===== src/rtl/core/ffve_pkg.sv =====
// Package: shared types, codes and constants of the form field value extractor.
`default_nettype none
package ffve_pkg;

  localparam int unsigned MaxKeyLenDefault = 8;
  localparam int unsigned CfgAddrWidth     = 5;
  localparam int unsigned CfgDataWidth     = 64;

  localparam logic [7:0] CharEq  = 8'h3D;
  localparam logic [7:0] CharAmp = 8'h26;
  localparam logic [7:0] CharNul = 8'h00;

  typedef enum logic [1:0] {
    REG_KEY_BYTES  = 2'd0,
    REG_KEY_LENGTH = 2'd1,
    REG_SPLIT_MODE = 2'd2,
    REG_NONE       = 2'd3
  } cfg_idx_e;

  typedef enum logic [1:0] {
    PH_SCAN  = 2'd0,
    PH_VALUE = 2'd1,
    PH_SKIP  = 2'd2
  } phase_e;

  typedef struct packed {
    logic [63:0] key_bytes;
    logic [3:0]  key_length;
    logic        split_mode;
  } cfg_t;

  typedef struct packed {
    logic       byte_valid;
    logic [7:0] value_char;
    logic       done_res;
    logic       found;
  } res_t;

endpackage
`default_nettype wire


===== src/rtl/core/ffve_cfg.sv =====
// Configuration register file behind the APB-style port.
`default_nettype none
module ffve_cfg
  import ffve_pkg::*;
(
  input  wire logic                    clk_i,
  input  wire logic                    rst_ni,
  input  wire logic                    psel,
  input  wire logic                    penable,
  input  wire logic                    pwrite,
  input  wire logic [CfgAddrWidth-1:0] paddr,
  input  wire logic [CfgDataWidth-1:0] pwdata,
  output logic      [CfgDataWidth-1:0] prdata,
  output cfg_t                         cfg_o
);

  cfg_t     cfg_q, cfg_d;
  cfg_idx_e idx;
  logic     wr_en;

  assign idx   = cfg_idx_e'(paddr[4:3]);
  assign wr_en = psel && penable && pwrite;

  always_comb begin
    cfg_d = cfg_q;
    if (wr_en) begin
      case (idx)
        REG_KEY_BYTES:  cfg_d.key_bytes  = pwdata;
        REG_KEY_LENGTH: cfg_d.key_length = pwdata[3:0];
        REG_SPLIT_MODE: cfg_d.split_mode = pwdata[0];
        default: ;
      endcase
    end
  end

  always_comb begin
    case (idx)
      REG_KEY_BYTES:  prdata = cfg_q.key_bytes;
      REG_KEY_LENGTH: prdata = {60'd0, cfg_q.key_length};
      REG_SPLIT_MODE: prdata = {63'd0, cfg_q.split_mode};
      default:        prdata = '0;
    endcase
  end

  always_ff @(posedge clk_i or negedge rst_ni) begin
    if (!rst_ni) begin
      cfg_q <= '0;
    end else begin
      cfg_q <= cfg_d;
    end
  end

  assign cfg_o = cfg_q;

endmodule
`default_nettype wire


===== src/rtl/core/ffve_scan.sv =====
// Token scanner: per-string state and the one-byte step that forms a result.
`default_nettype none
module ffve_scan
  import ffve_pkg::*;
#(
  parameter int unsigned MAX_KEY_LEN = MaxKeyLenDefault
) (
  input  wire logic       clk_i,
  input  wire logic       rst_ni,
  input  wire logic       step_i,
  input  wire logic [7:0] char_i,
  input  wire logic       eos_i,
  input  wire cfg_t       cfg_i,
  output logic            res_valid_o,
  output res_t            res_o
);

  localparam int unsigned TcWidth = $clog2(MAX_KEY_LEN + 2);
  localparam logic [TcWidth-1:0] TcSat = TcWidth'(MAX_KEY_LEN + 1);
  localparam logic [3:0] KlenMax = 4'(MAX_KEY_LEN);

  phase_e             phase_q, phase_d;
  logic [TcWidth-1:0] tc_q, tc_d;
  logic               pe_q, pe_d;
  logic               vs_q, vs_d;

  logic [3:0] klen;
  logic [3:0] tc4;
  logic [7:0] kc;
  logic       is_sep;
  logic       emit;

  assign klen   = (cfg_i.key_length > KlenMax) ? KlenMax : cfg_i.key_length;
  assign tc4    = 4'(tc_q);
  assign is_sep = (char_i == CharEq) || (char_i == CharAmp);

  always_comb begin
    kc = '0;
    for (int i = 0; i < MAX_KEY_LEN; i++) begin
      if (tc_q == TcWidth'(i)) kc = cfg_i.key_bytes[8*i +: 8];
    end
  end

  always_comb begin
    phase_d = phase_q;
    tc_d    = tc_q;
    pe_d    = pe_q;
    vs_d    = vs_q;
    emit    = 1'b0;
    case (phase_q)
      PH_SCAN: begin
        if (char_i == CharNul) begin
          phase_d = PH_SKIP;
        end else if (is_sep) begin
          if (!(cfg_i.split_mode && (tc_q == '0))) begin
            if (pe_q && (tc4 == klen)) begin
              phase_d = PH_VALUE;
              vs_d    = 1'b0;
            end
            tc_d = '0;
            pe_d = 1'b1;
          end
        end else begin
          if (tc4 < klen) begin
            if (kc != char_i) pe_d = 1'b0;
          end else begin
            pe_d = 1'b0;
          end
          if (tc_q < TcSat) tc_d = tc_q + 1'b1;
        end
      end
      PH_VALUE: begin
        if (char_i == CharNul) begin
          phase_d = PH_SKIP;
        end else if (char_i == CharAmp) begin
          if (!cfg_i.split_mode) begin
            vs_d    = 1'b1;
            phase_d = PH_SKIP;
          end else if (vs_q) begin
            phase_d = PH_SKIP;
          end
        end else begin
          vs_d = 1'b1;
          emit = 1'b1;
        end
      end
      PH_SKIP: ;
      default: phase_d = PH_SCAN;
    endcase

    res_valid_o      = step_i && (emit || eos_i);
    res_o.byte_valid = emit;
    res_o.value_char = emit ? char_i : 8'd0;
    res_o.done_res   = eos_i;
    res_o.found      = eos_i && vs_d;

    if (eos_i) begin
      phase_d = PH_SCAN;
      tc_d    = '0;
      pe_d    = 1'b1;
      vs_d    = 1'b0;
    end
  end

  always_ff @(posedge clk_i or negedge rst_ni) begin
    if (!rst_ni) begin
      phase_q <= PH_SCAN;
      tc_q    <= '0;
      pe_q    <= 1'b1;
      vs_q    <= 1'b0;
    end else if (step_i) begin
      phase_q <= phase_d;
      tc_q    <= tc_d;
      pe_q    <= pe_d;
      vs_q    <= vs_d;
    end
  end

endmodule
`default_nettype wire


===== src/rtl/core/ffve_outbuf.sv =====
// Output register with a skid stage between the scanner and the result channel.
`default_nettype none
module ffve_outbuf
  import ffve_pkg::*;
(
  input  wire logic clk_i,
  input  wire logic rst_ni,
  input  wire logic res_valid_i,
  input  wire res_t res_i,
  output logic      full_o,
  output logic      out_valid_o,
  input  wire logic out_stall_i,
  output res_t      out_o
);

  logic out_v_q, skid_v_q;
  res_t out_q, skid_q;
  logic take;

  assign take = out_v_q && !out_stall_i;

  always_ff @(posedge clk_i or negedge rst_ni) begin
    if (!rst_ni) begin
      out_v_q  <= 1'b0;
      skid_v_q <= 1'b0;
    end else if (skid_v_q) begin
      if (take) begin
        skid_v_q <= 1'b0;
      end
    end else if (res_valid_i) begin
      if (!out_v_q || take) begin
        out_v_q <= 1'b1;
      end else begin
        skid_v_q <= 1'b1;
      end
    end else if (take) begin
      out_v_q <= 1'b0;
    end
  end

  always_ff @(posedge clk_i) begin
    if (skid_v_q) begin
      if (take) out_q <= skid_q;
    end else if (res_valid_i) begin
      if (!out_v_q || take) begin
        out_q <= res_i;
      end else begin
        skid_q <= res_i;
      end
    end
  end

  assign full_o      = skid_v_q;
  assign out_valid_o = out_v_q;
  assign out_o       = out_q;

  a_skid_needs_out: assert property (@(posedge clk_i) disable iff (!rst_ni)
    skid_v_q |-> out_v_q) else $error("skid holds an item while output is empty");
  a_stalled_holds: assert property (@(posedge clk_i) disable iff (!rst_ni)
    (out_v_q && out_stall_i) |=> out_v_q) else $error("stalled item dropped");
  a_found_done: assert property (@(posedge clk_i) disable iff (!rst_ni)
    (out_v_q && out_q.found) |-> out_q.done_res) else $error("found without done");
  a_no_empty: assert property (@(posedge clk_i) disable iff (!rst_ni)
    out_v_q |-> (out_q.byte_valid || out_q.done_res)) else $error("empty item");

endmodule
`default_nettype wire


===== src/rtl/core/form_field_value_extractor_top.sv =====
// Top level of the form field value extractor.
// Takes one byte of a form-encoded string per cycle while not stalled and streams out the
// value of the first token equal to the configured key, then reports found or not found on
// the string's last byte. The scanner state is updated in a single step, and one result per
// cycle, while out_stall_i is low, leaves through an output register backed by a one-entry
// skid stage, so input stalls only while both are full. Registers sit at byte addresses 0
// (key_bytes), 8 (key_length) and 16 (split_mode); write them only while the block is idle.
`default_nettype none
module form_field_value_extractor_top
  import ffve_pkg::*;
#(
  parameter int unsigned MAX_KEY_LEN = MaxKeyLenDefault
) (
  input  wire logic                    clk_i,
  input  wire logic                    rst_ni,
  input  wire logic                    psel,
  input  wire logic                    penable,
  input  wire logic                    pwrite,
  input  wire logic [CfgAddrWidth-1:0] paddr,
  input  wire logic [CfgDataWidth-1:0] pwdata,
  output logic      [CfgDataWidth-1:0] prdata,
  output logic                         pready,
  input  wire logic                    in_valid_i,
  output logic                         in_stall_o,
  input  wire logic [7:0]              char_in_i,
  input  wire logic                    end_of_string_i,
  output logic                         out_valid_o,
  input  wire logic                    out_stall_i,
  output logic                         byte_valid_o,
  output logic      [7:0]              value_char_o,
  output logic                         done_res_o,
  output logic                         found_o
);

  cfg_t cfg;
  res_t res, out_res;
  logic res_valid;
  logic full;
  logic step;

  assign pready     = 1'b1;
  assign in_stall_o = full;
  assign step       = in_valid_i && !full;

  ffve_cfg u_cfg (
    .clk_i   (clk_i),
    .rst_ni  (rst_ni),
    .psel    (psel),
    .penable (penable),
    .pwrite  (pwrite),
    .paddr   (paddr),
    .pwdata  (pwdata),
    .prdata  (prdata),
    .cfg_o   (cfg)
  );

  ffve_scan #(
    .MAX_KEY_LEN (MAX_KEY_LEN)
  ) u_scan (
    .clk_i       (clk_i),
    .rst_ni      (rst_ni),
    .step_i      (step),
    .char_i      (char_in_i),
    .eos_i       (end_of_string_i),
    .cfg_i       (cfg),
    .res_valid_o (res_valid),
    .res_o       (res)
  );

  ffve_outbuf u_outbuf (
    .clk_i       (clk_i),
    .rst_ni      (rst_ni),
    .res_valid_i (res_valid),
    .res_i       (res),
    .full_o      (full),
    .out_valid_o (out_valid_o),
    .out_stall_i (out_stall_i),
    .out_o       (out_res)
  );

  assign byte_valid_o = out_res.byte_valid;
  assign value_char_o = out_res.value_char;
  assign done_res_o   = out_res.done_res;
  assign found_o      = out_res.found;

endmodule
`default_nettype wire


===== config.mk =====
export PLATFORM = sky130hd
export DESIGN_NAME = form_field_value_extractor_top
export DESIGN_NICKNAME = d
export VERILOG_FILES = /design/src/rtl/core/ffve_pkg.sv /design/src/rtl/core/ffve_cfg.sv /design/src/rtl/core/ffve_scan.sv /design/src/rtl/core/ffve_outbuf.sv /design/src/rtl/core/form_field_value_extractor_top.sv
export SDC_FILE = /design/constraint.sdc
export NUM_CORES = 1
export LEC_CHECK = 0
export BUFFER_PORTS_ARGS = -buffer_cell sky130_fd_sc_hd__buf_2
export CAP_MARGIN = 20
export CORE_AREA = 4 4 105 107
export CTS_CLUSTER_SIZE = 28
export DETAILED_ROUTE_END_ITERATION = 10
export DIE_AREA = 0 0 109 111
export PLACE_DENSITY = 0.88
export RECOVER_POWER = 25
export REMOVE_ABC_BUFFERS = 1
export SYNTH_ARGS = -nofsm -noshare
export SYNTH_HDL_FRONTEND = slang
export SYNTH_SLANG_ARGS = --single-unit

===== constraint.sdc =====
create_clock -name clk_i -period 4 [get_ports clk_i]
set_input_delay 0.4 -clock clk_i [delete_from_list [all_inputs] [get_ports clk_i]]
set_output_delay 0.4 -clock clk_i [all_outputs]
set_load 0.02 [all_outputs]

==> impl_metrics.toml, run 1 <==
[power_and_ir_drop]
p_seq_share_pct = 39.0
internal_power_w = 0.002467
power.share.clock_pct = 19.1
combinationalPowerShare_pct = 41.9
p_leak_nw = 3.104
irDropWorstVdd_mv = 0.3119
p_per_area_nw_per_um2 = 592.3
switching_share_pct = 38.31
switchingPower_w = 0.001533

[status]
violations = "max-capacitance violations, max-slew violations"
outcome = "complete, but fails checks"

[sta]
fin_crit_ns = 2.982
setup-violations-final = 0
drv_slew = 33
fin_crit_sh_pct = 74.54
rsz0062_at_grt = "false"
timing.final.ws_setup_ns = 1.018
worst_pin_slew_ns = 1.669
hold_viol = 0
fmax_ghz = 0.3354
relSlewSlack_pct = -11.23
clock_skew_ns = 0.01220

[floorplan]
rows = 37
dieWidth_um = 109
fp.coreArea_um2 = 10140
die-area_um2 = 12100
io_pins = 163
initial_core_util_pct = 55.89
die_h_um = 111

[placement]
dp_hpwl_mm = 10.61
dp_slack_ns = 1.028
place_inst = 799
portBuffers = 158
gp_congestion = 0.9194
dpl_cell_area_um2 = 6502

[min_path]
hp-class = "input port to flip-flop"

[synth]
avgSynthCellArea_um2 = 10.61
synth_simple_gate_area_share_pct = 17.66
synth_top_family_by_area = "simple AND/OR/NAND/NOR gates"
yosys-top-cells-count = "dfrtp_1 (78), mux2_2 (78), and2_1 (61)"
yosys_warnings = 0
synth_xor_area_share_pct = 0.4637
ys_seq_elements = 101
synth_top_cell_area_share_pct = 34.44
synth_compound_area_share_pct = 12.08
netlist_top_cells_area = "dfrtp_1 (34%), mux2_2 (16%), edfxtp_1 (12%), and2_1 (6.7%), a21oi_1 (2.6%)"
syn-cell-area_um2 = 5667
yosys.area.top_type = "dfrtp_1"
synth_mux_area_share_pct = 17.09
ys_types = 66
synth_edf_count = 22
synth_flop_cell = "dfrtp_1"
ys_seq_area_share_pct = 46.57
synthCells = 534
async_flop_share_pct = 78.22
synthAdderAreaFrac_pct = 1.766

[global_routing]
overflow = 0
grt_max_degree = 80
gr-usage-met2_pct = 40.09
busiest_layer = "met2"
antenna_found_initial = 0
grt_use_met1_pct = 31.53
grt_pass1_vias = 4797
grt_use_total_pct = 24.36
grt_pass1_wl_mm = 23.55
grt_use_met3_pct = 4.950

[routing]
wl_per_cell_um = 17.59
wl_mm = 14.37
drc = 0
drtAntennaViolNets = 0
drtIter0Drc = 327
vias = 4703
viasPerCell = 5.756
drtPass1Iterations = 5

[worst_setup_path]
crit_type = "flip-flop to flip-flop"
cp-start-kind = "flip-flop"
required_ns = 4.28
end_kind = "flip-flop"
cp.arrival_ns = 3.27
crit_fanout = 25

[clock_network]
clk_latency_ns = 0.37
root_buffer = "clkbuf_8"
post_cts_buffers = 0
cts_buffer_depth = 2
numCtsBuffers = 9
cts_tree = "done"
cts.htree.levels = 3
path_clk_slew_ns = 0.10
cts_sinks = 101
postCtsHoldBufs = 0
cts_resized = 0

[cells_and_area]
stdcell_area_um2 = 6754
final_layout_size_suffix_gt1_share_pct = 39.21
area.growth.synth_to_final_pct = 19.19
diodes = 0
fillers = 795
nNetsFinal = 769
stdcell_count = 817

[flow_run]
maxCapViolCount = 1
==> placed cells by master (no fill, tap or decap), types with 4 or more instances in the layout <==
cell,count
nand3_1,4
mux2_2,78
nand2b_1,4
nand2_1,29
nor2b_1,13
buf_2,155
ha_1,8
o21ai_0,29
nor2_1,20
mux2i_1,9
a221oi_1,7
nor3_1,7
inv_1,17
and2_1,61
clkbuf_1,4
buf_4,6
o22ai_1,6
a31oi_1,7
a21oi_1,30
edfxtp_1,22
dfrtp_1,78
clkbuf_8,10
nand3b_1,7
nor4_1,5
==> kinds of logic (layout without fill, tap and decap cells) <==
kind of cell / Yosys count / after routing
flops: 101 / 101
xor+xnor: 3 / 3
other cells: 1 / 1
buf+inv: 52 / 199
simple gates: 173 / 173
compound gates: 109 / 109
mux: 87 / 87
fa+ha+maj: 8 / 8
==> power groups by stage <==
stage / Sequential [W] / Combinational (W) / Clock (W)
floorplan: 0.00158 / 0.00111 / 0
global placement: 0.00156 / 0.00161 / 0
detailed placement: 0.00158 / 0.00165 / 0
CTS: 0.00156 / 0.00167 / 0.000778
global route: 0.00160 / 0.00182 / 0.000820
finish: 0.00156 / 0.00168 / 0.000765
==> area by class of cell <==
class	count	area [µm²]	area share [%]
multi-input cells	381	2791	41.33
flip-flops and latches	101	2639	39.07
repair buffers	166	847.1	12.54
well taps	136	170.2	2.519
clock inverters	4	76.32	1.130
inverters	17	63.81	0.9448
clock buffers	12	166.4	2.464
==> worst max-delay path: stages (launching register included) <==
cell and delay [ns]:
dfrtp_1 0.46, inv_1 0.12, ha_1 0.73, inv_1 0.35, a31oi_1 0.31, o22ai_1 0.16, mux2i_1 0.16, nor4_1 0.19
nand4_1 0.13, o31ai_1 0.28
==> worst paths after layout <==
check	startpoint	endpoint	slack (ns)	cells after the start
min in group asynchronous	rst_ni	u_cfg.cfg_o[51]	0.98	2
min	pwdata[21]	u_cfg.cfg_o[26]	0.23	3
min reg2reg	u_outbuf.skid_q[1]	u_outbuf.out_o[1]	0.54	2
max in group asynchronous	rst_ni	u_scan.tc4[0]	1.04	3
max	u_scan.tc4[1]	u_scan.pe_q	1.02	9
max reg2reg	u_scan.tc4[1]	u_scan.pe_q	1.02	9
==> metrics by stage <==
stage | util (%) | hold WS, ns | setup TNS, ns | power [W]
finish | 66.62 | 0.2336 | 0 | 0.004000
detailed placement | 64.14 | 0.5177 | 0 | 0.003234
global route | 66.62 | 0.2302 | 0 | 0.004241
floorplan | - | 0.1044 | -103.99 | 0.002694
global placement | 64.14 | 0.5109 | 0 | 0.003167
CTS | 66.53 | 0.2050 | 0 | 0.004006
==> registers in the layout (all words and copies together), names as in the netlist, 2 cells and up <==
signal and count:
u_cfg.cfg_o 69, u_outbuf.out_o 11, u_outbuf.skid_q 11, u_scan.tc4 4, u_scan.phase_q 2
==> layer usage <==
layer  vias to the layer above  routed length, µm
met5                         -                  0
met4                         0                338
met3                        28                923
met2                       202               7086
met1                      2274               6024
li1                       2199                  -
(Power assumes the default switching activity.)
==> inputs of run 2 (changes only) <==
--- a/config.mk
+++ b/config.mk
@@ -7,11 +7,11 @@
 export LEC_CHECK = 0
 export BUFFER_PORTS_ARGS = -buffer_cell sky130_fd_sc_hd__buf_2
 export CAP_MARGIN = 20
-export CORE_AREA = 4 4 105 107
+export CORE_AREA = 4 4 109 111
 export CTS_CLUSTER_SIZE = 28
 export DETAILED_ROUTE_END_ITERATION = 10
-export DIE_AREA = 0 0 109 111
-export PLACE_DENSITY = 0.88
+export DIE_AREA = 0 0 113 115
+export PLACE_DENSITY = 0.83
 export RECOVER_POWER = 25
 export REMOVE_ABC_BUFFERS = 1
 export SYNTH_ARGS = -nofsm -noshare
==> constraint.sdc (replaced) <==
create_clock -name clk_i -period 2.8 [get_ports clk_i]
set_input_delay 0.28 -clock clk_i [delete_from_list [all_inputs] [get_ports clk_i]]
set_output_delay 0.28 -clock clk_i [all_outputs]
set_load 0.02 [all_outputs]
==> run 2 against run 1 <==
  * Global-route usage down 1.4 points
  * Die area grew 7.4%
  * Hold slack got worse by 0.12 ns
  * Combinational power is 48% higher
  * Core utilization decreased by 3.2 points
  * The flow now finishes without violations
  * Clock power increased by 31%
  * Power grew 44%
==> impl_metrics.toml, run 2 (same netlist as run 1, synthesis figures left out) <==
[worst_setup_path]
crit_path_cell_trace = "inv_1 -> ha_1 -> buf_12 -> a21oi_1 -> o22ai_1 -> a211o_1 -> nor4_1 -> nand4_1 -> o31ai_1"
critPathBufInv = 2
cp.arrival_ns = 2.93
end_kind = "flip-flop"
crit_family = "compound AO/OA/AOI/OAI gates"
required_ns = 3.09
cp-start-kind = "flip-flop"
crit_fanout = 26
crit_slowest_cell = "dfrtp_1"
crit_type = "flip-flop to flip-flop"
cp_slowest_stage_delay_ns = 0.49

[global_routing]
overflow = 0
antenna_found_initial = 0
grt_pass1_wl_mm = 24.21
grt_use_total_pct = 22.99
grt_max_degree = 80
grt_pass1_vias = 4908

[placement]
place_inst = 813
portBuffers = 158
dp_slack_ns = 0.2183
dp_hpwl_mm = 10.87
gp_congestion = 0.9119

[floorplan]
die-area_um2 = 13000
dieWidth_um = 113
die_h_um = 115
fp.coreArea_um2 = 10790
io_pins = 163
initial_core_util_pct = 52.50
rows = 38

[power_and_ir_drop]
irDropWorstVdd_mv = 0.4295
p_per_area_nw_per_um2 = 838.8
p_leak_nw = 3.148

[clock_network]
path_clk_slew_ns = 0.11
cts.htree.levels = 3
cts_sinks = 101
clk_latency_ns = 0.37
root_buffer = "clkbuf_8"
cts_tree = "done"
cts_buffer_depth = 2
post_cts_buffers = 0
numCtsBuffers = 9

[routing]
wl_per_cell_um = 17.77
drtAntennaViolNets = 0
wl_mm = 14.76
drtIter0Drc = 302
vias = 4815
viasPerCell = 5.794
drc = 0
drtPass1Iterations = 5

[cells_and_area]
area.growth.synth_to_final_pct = 20.87
mostFrequentLayoutCell = "buf_2"
nNetsFinal = 779
final_cell_mix = "buf_2 (156), mux2_2 (78), dfrtp_1 (78)"
fillers = 834
largest_register_ffs = 69
utilization_pct = 63.46
final_layout_size_suffix_gt1_share_pct = 40.52
diodes = 0
stdcell_count = 831

[sta]
relSlewSlack_pct = 4.541
clock_skew_ns = 0.01229
fin_crit_sh_pct = 94.22
setup-violations-final = 0
hold_ws_ns = 0.1108
hold_viol = 0
timing.final.ws_setup_ns = 0.1620
fmax_ghz = 0.3791
drv_slew = 0
rsz0062_at_grt = "false"
fin_crit_ns = 2.638
worst_pin_slew_ns = 1.432

[status]
outcome = "finished, final reports clean"

[min_path]
hp-class = "input port to flip-flop"

[flow_run]
maxCapViolCount = 0
[run 2: cell count changes in the layout (fill, tap and decap cells not counted), sizes merged]
| cell | previous run | this run |
|---|---|---|
| clkinv | 0 | 2 |
| bufinv | 2 | 1 |
| clkbuf | 16 | 13 |
| buf | 161 | 172 |
| clkinvlp | 1 | 2 |
[run 2: what timing repair did]
action                                  CTS  global route
resized for setup                         0             2
endpoints found under the hold margin     0            26
endpoints found under the setup margin    0             1
hold buffers                              0             1
[run 2: path summary, 6_finish.rpt]
kind / startpoint / to / slack, ns / cells after the start
hold reg to reg: u_cfg.cfg_o[10] / u_cfg.cfg_o[10] / 0.54 / 1
hold / removal: pwdata[18] / u_cfg.cfg_o[23] / 0.11 / 3
setup / recovery: u_scan.tc4[0] / u_scan.pe_q / 0.16 / 9
setup reg to reg: u_scan.tc4[0] / u_scan.pe_q / 0.16 / 9
min in group asynchronous: rst_ni / u_cfg.cfg_o[27] / 0.78 / 2
max in group asynchronous: rst_ni / u_cfg.cfg_o[4] / 0.48 / 3
[run 2: tightest hold or removal path: cells and delay by family]
kind,cells,cell delay [ns]
AO/OA/AOI/OAI,1,0.07
buffers and inverters,1,0.08
AND/OR/NAND/NOR,1,0.03
[run 2: power breakdown]
part           switching, W  internal, W  leakage (nW)
Sequential         0.000355      0.00191          1.18
Clock              0.000529     0.000471         0.104
Combinational       0.00137      0.00111          1.86
Total               0.00226      0.00349          3.15
[run 2: through the flow]
| step | TNS, ns | instance area, µm² | power (W) |
|---|---|---|---|
| finish | 0 | 6849 | 0.005745 |
| floorplan | -173.11 | 5487 | 0.003848 |
| CTS | 0 | 6824 | 0.005727 |
| global route | 0 | 6849 | 0.006092 |
| detailed placement | 0 | 6608 | 0.004713 |
| global placement | 0 | 6608 | 0.004604 |
[run 2: layer usage]
| layer | up-vias | global-route usage (%) | wire [µm] |
|---|---|---|---|
| li1 | 2222 | - | - |
| met2 | 215 | 38.11 | 7143 |
| met5 | - | 0 | 0 |
| met3 | 31 | 3.947 | 965 |
| met1 | 2347 | 30.40 | 6288 |
| met4 | 0 | 8.814 | 365 |
[run 2: final cells by class]
cell class / count / area (µm²) / area share [%]
clock inverters: 6 / 67.56 / 0.9865
multi-input cells: 381 / 2804 / 40.94
well taps: 140 / 175.2 / 2.558
clock buffers: 10 / 148.9 / 2.174
inverters: 17 / 63.81 / 0.9317
repair buffers: 176 / 950.9 / 13.88
flip-flops and latches: 101 / 2639 / 38.53
==> inputs of run 3 (changes only) <==
--- a/config.mk
+++ b/config.mk
@@ -7,10 +7,11 @@
 export LEC_CHECK = 0
 export BUFFER_PORTS_ARGS = -buffer_cell sky130_fd_sc_hd__buf_2
 export CAP_MARGIN = 20
-export CORE_AREA = 4 4 109 111
+export CORE_AREA = 4 4 152 81
 export CTS_CLUSTER_SIZE = 28
 export DETAILED_ROUTE_END_ITERATION = 10
-export DIE_AREA = 0 0 113 115
+export DIE_AREA = 0 0 156 85
+export GPL_ROUTABILITY_DRIVEN = 0
 export PLACE_DENSITY = 0.83
 export RECOVER_POWER = 25
 export REMOVE_ABC_BUFFERS = 1
==> run 3 against run 2 <==
  * The run now ends with max-capacitance violations, max-slew violations left
  * Sequential power about the same
  * Worst setup slack better by 0.012 ns
  * Hold slack improved by 0.023 ns
  * Design area is 1.6% higher
  * Clock power is 38% higher
  * Die area up 2.0%
  * Via count fell by 0.62%
  * Final cell count is 0.48% higher
  * Clock-buffer cell count down 1
  * Largest cell class unchanged
==> impl_metrics.toml, run 3 (same netlist as run 1, synthesis figures left out) <==
[cells_and_area]
utilization_pct = 64.17
mostFrequentLayoutCell = "buf_2"
final_cell_mix = "buf_2 (155), mux2_2 (78), dfrtp_1 (78)"
largest_register_ffs = 69
area.growth.synth_to_final_pct = 22.81
final_layout_size_suffix_gt1_share_pct = 40.43
diodes = 0
nNetsFinal = 778

[global_routing]
grt_max_degree = 80
overflow = 0
grt_use_total_pct = 22.22
grt_pass1_wl_mm = 23.74
grt_pass1_vias = 4615
antenna_found_initial = 0

[routing]
vias = 4785
wl_mm = 14.94
drtPass1Iterations = 6
wl_per_cell_um = 17.89
viasPerCell = 5.731
wl_met3_mm = 1.044
top_layer = "met4"
wl_met2_mm = 7.363
met1_length_mm = 6.252
drtIter0Drc = 381
drc = 0
drtAntennaViolNets = 0

[worst_setup_path]
r2r_end = "u_scan.pe_q"
rr_worst_depth = 9
crit_fanout = 6
regToRegSetupSlack_ns = 0.17
end_kind = "flip-flop"
required_ns = 3.06
cp_slowest_stage_delay_ns = 0.46
cp-start-kind = "flip-flop"
r2r-start = "u_scan.tc4[0]"
crit_path_cell_trace = "inv_1 -> ha_1 -> buf_4 -> a21oi_1 -> o22ai_1 -> a211o_1 -> nor4_1 -> nand4_1 -> o31ai_1"
startpoint = "u_scan.tc4[0]"
critPathBufInv = 2
cp.arrival_ns = 2.89
crit_type = "flip-flop to flip-flop"
crit_slowest_cell = "dfrtp_1"
crit_family = "compound AO/OA/AOI/OAI gates"

[clock_network]
clk_latency_ns = 0.34
numCtsBuffers = 9
path_clk_slew_ns = 0.07
cts.htree.levels = 3
cts_tree = "done"
cts_sinks = 101
root_buffer = "clkbuf_16"
cts_buffer_depth = 2

[power_and_ir_drop]
internal_power_w = 0.003804
irDropWorstVdd_mv = 0.4459
switchingPower_w = 0.002339
combinationalPowerShare_pct = 40.7
switching_share_pct = 38.08
p_total_w = 0.006143
p_leak_nw = 3.199
p_per_area_nw_per_um2 = 882.7
p_seq_share_pct = 36.8
power.share.clock_pct = 22.5

[sta]
drv_slew = 95
rsz0062_at_grt = "false"
clock_skew_ns = 0.005521
setup-violations-final = 0
fin_crit_ns = 2.626
fmax_ghz = 0.3808
fin_setup_tns_ns = 0
relSlewSlack_pct = -11.04
worst_pin_slew_ns = 1.666
hold_viol = 0
timing.final.ws_setup_ns = 0.1740
fin_crit_sh_pct = 93.79

[placement]
portBuffers = 158
dp_hpwl_mm = 10.67
dp_slack_ns = 0.2170

[floorplan]
die_h_um = 85
die-area_um2 = 13260
initial_core_util_pct = 52.26
io_pins = 163
dieWidth_um = 156
rows = 27
fp.coreArea_um2 = 10840

[min_path]
hp-class = "input port to flip-flop"
min_path_cells = 3
hold_end = "u_cfg.cfg_o[24]"
hold_start = "pwdata[19]"

[flow_run]
maxCapViolCount = 2

[status]
outcome = "complete, but fails checks"
violations = "max-capacitance violations, max-slew violations"
run 3: cell count changes in the layout (fill, tap and decap cells not counted), sizes merged:
cell and change:
buf -2, inv +2, clkinvlp -2, bufinv +1
run 3: worst max-delay path by stage:
stage | end | slack, ns | cells after the start
CTS | u_scan.pe_q | 0.13 | 9
finish | u_scan.pe_q | 0.17 | 9
detailed placement | u_scan.pe_q | 0.22 | 9
floorplan | u_cfg.cfg_o[10] | -2.71 | 2
global route | u_scan.pe_q | 0.04 | 10
global placement | u_scan.pe_q | 0.28 | 9
run 3: metrics by stage:
stage / instance area (µm²) / instances / hold WS [ns]
2_1_floorplan: 5487 / 499 / -0.01559
3_3_place_gp: 6594 / 817 / 0.4837
3_5_place_dp: 6594 / 817 / 0.4910
4_1_cts: 6925 / 833 / 0.1287
5_1_grt: 6959 / 835 / 0.1389
6_report: 6959 / 835 / 0.1334
run 3: repair_timing:
item                                   in CTS  in global routing
hold buffers                                0                  1
setup buffers                               0                  0
endpoints found under the hold margin       0                 25
setup endpoints to repair                   0                  1
resized for setup                           0                  4
run 3: per-layer routing:
layer,vias up,GRT usage [%]
met1,2336,29.18
met2,191,37.52
li1,2227,-
met3,31,4.890
met5,-,0
met4,0,5.878
run 3: worst register-to-register path: stages (launching register included):
cell and delay, ns:
dfrtp_1 0.46, inv_1 0.14, ha_1 0.29, buf_4 0.19, a21oi_1 0.31, o22ai_1 0.16
a211o_1 0.30, nor4_1 0.31, nand4_1 0.13, o31ai_1 0.24
run 3: area by class of cell:
cell class,instances,area (µm²)
fillers,857,3885
well taps,145,181.4
repair buffers,175,934.6
clock inverters,7,106.4
inverters,17,63.81
multi-input cells,381,2809
clock buffers,9,225.2
flip-flops and latches,101,2639
run 3: power groups by stage:
stage,Combinational [W],Sequential [W],Clock [W]
2_1_floorplan,0.00159,0.00226,0
3_3_place_gp,0.00234,0.00226,0
3_5_place_dp,0.00240,0.00228,0
4_1_cts,0.00243,0.00225,0.00140
5_1_grt,0.00273,0.00231,0.00147
6_report,0.00250,0.00226,0.00138
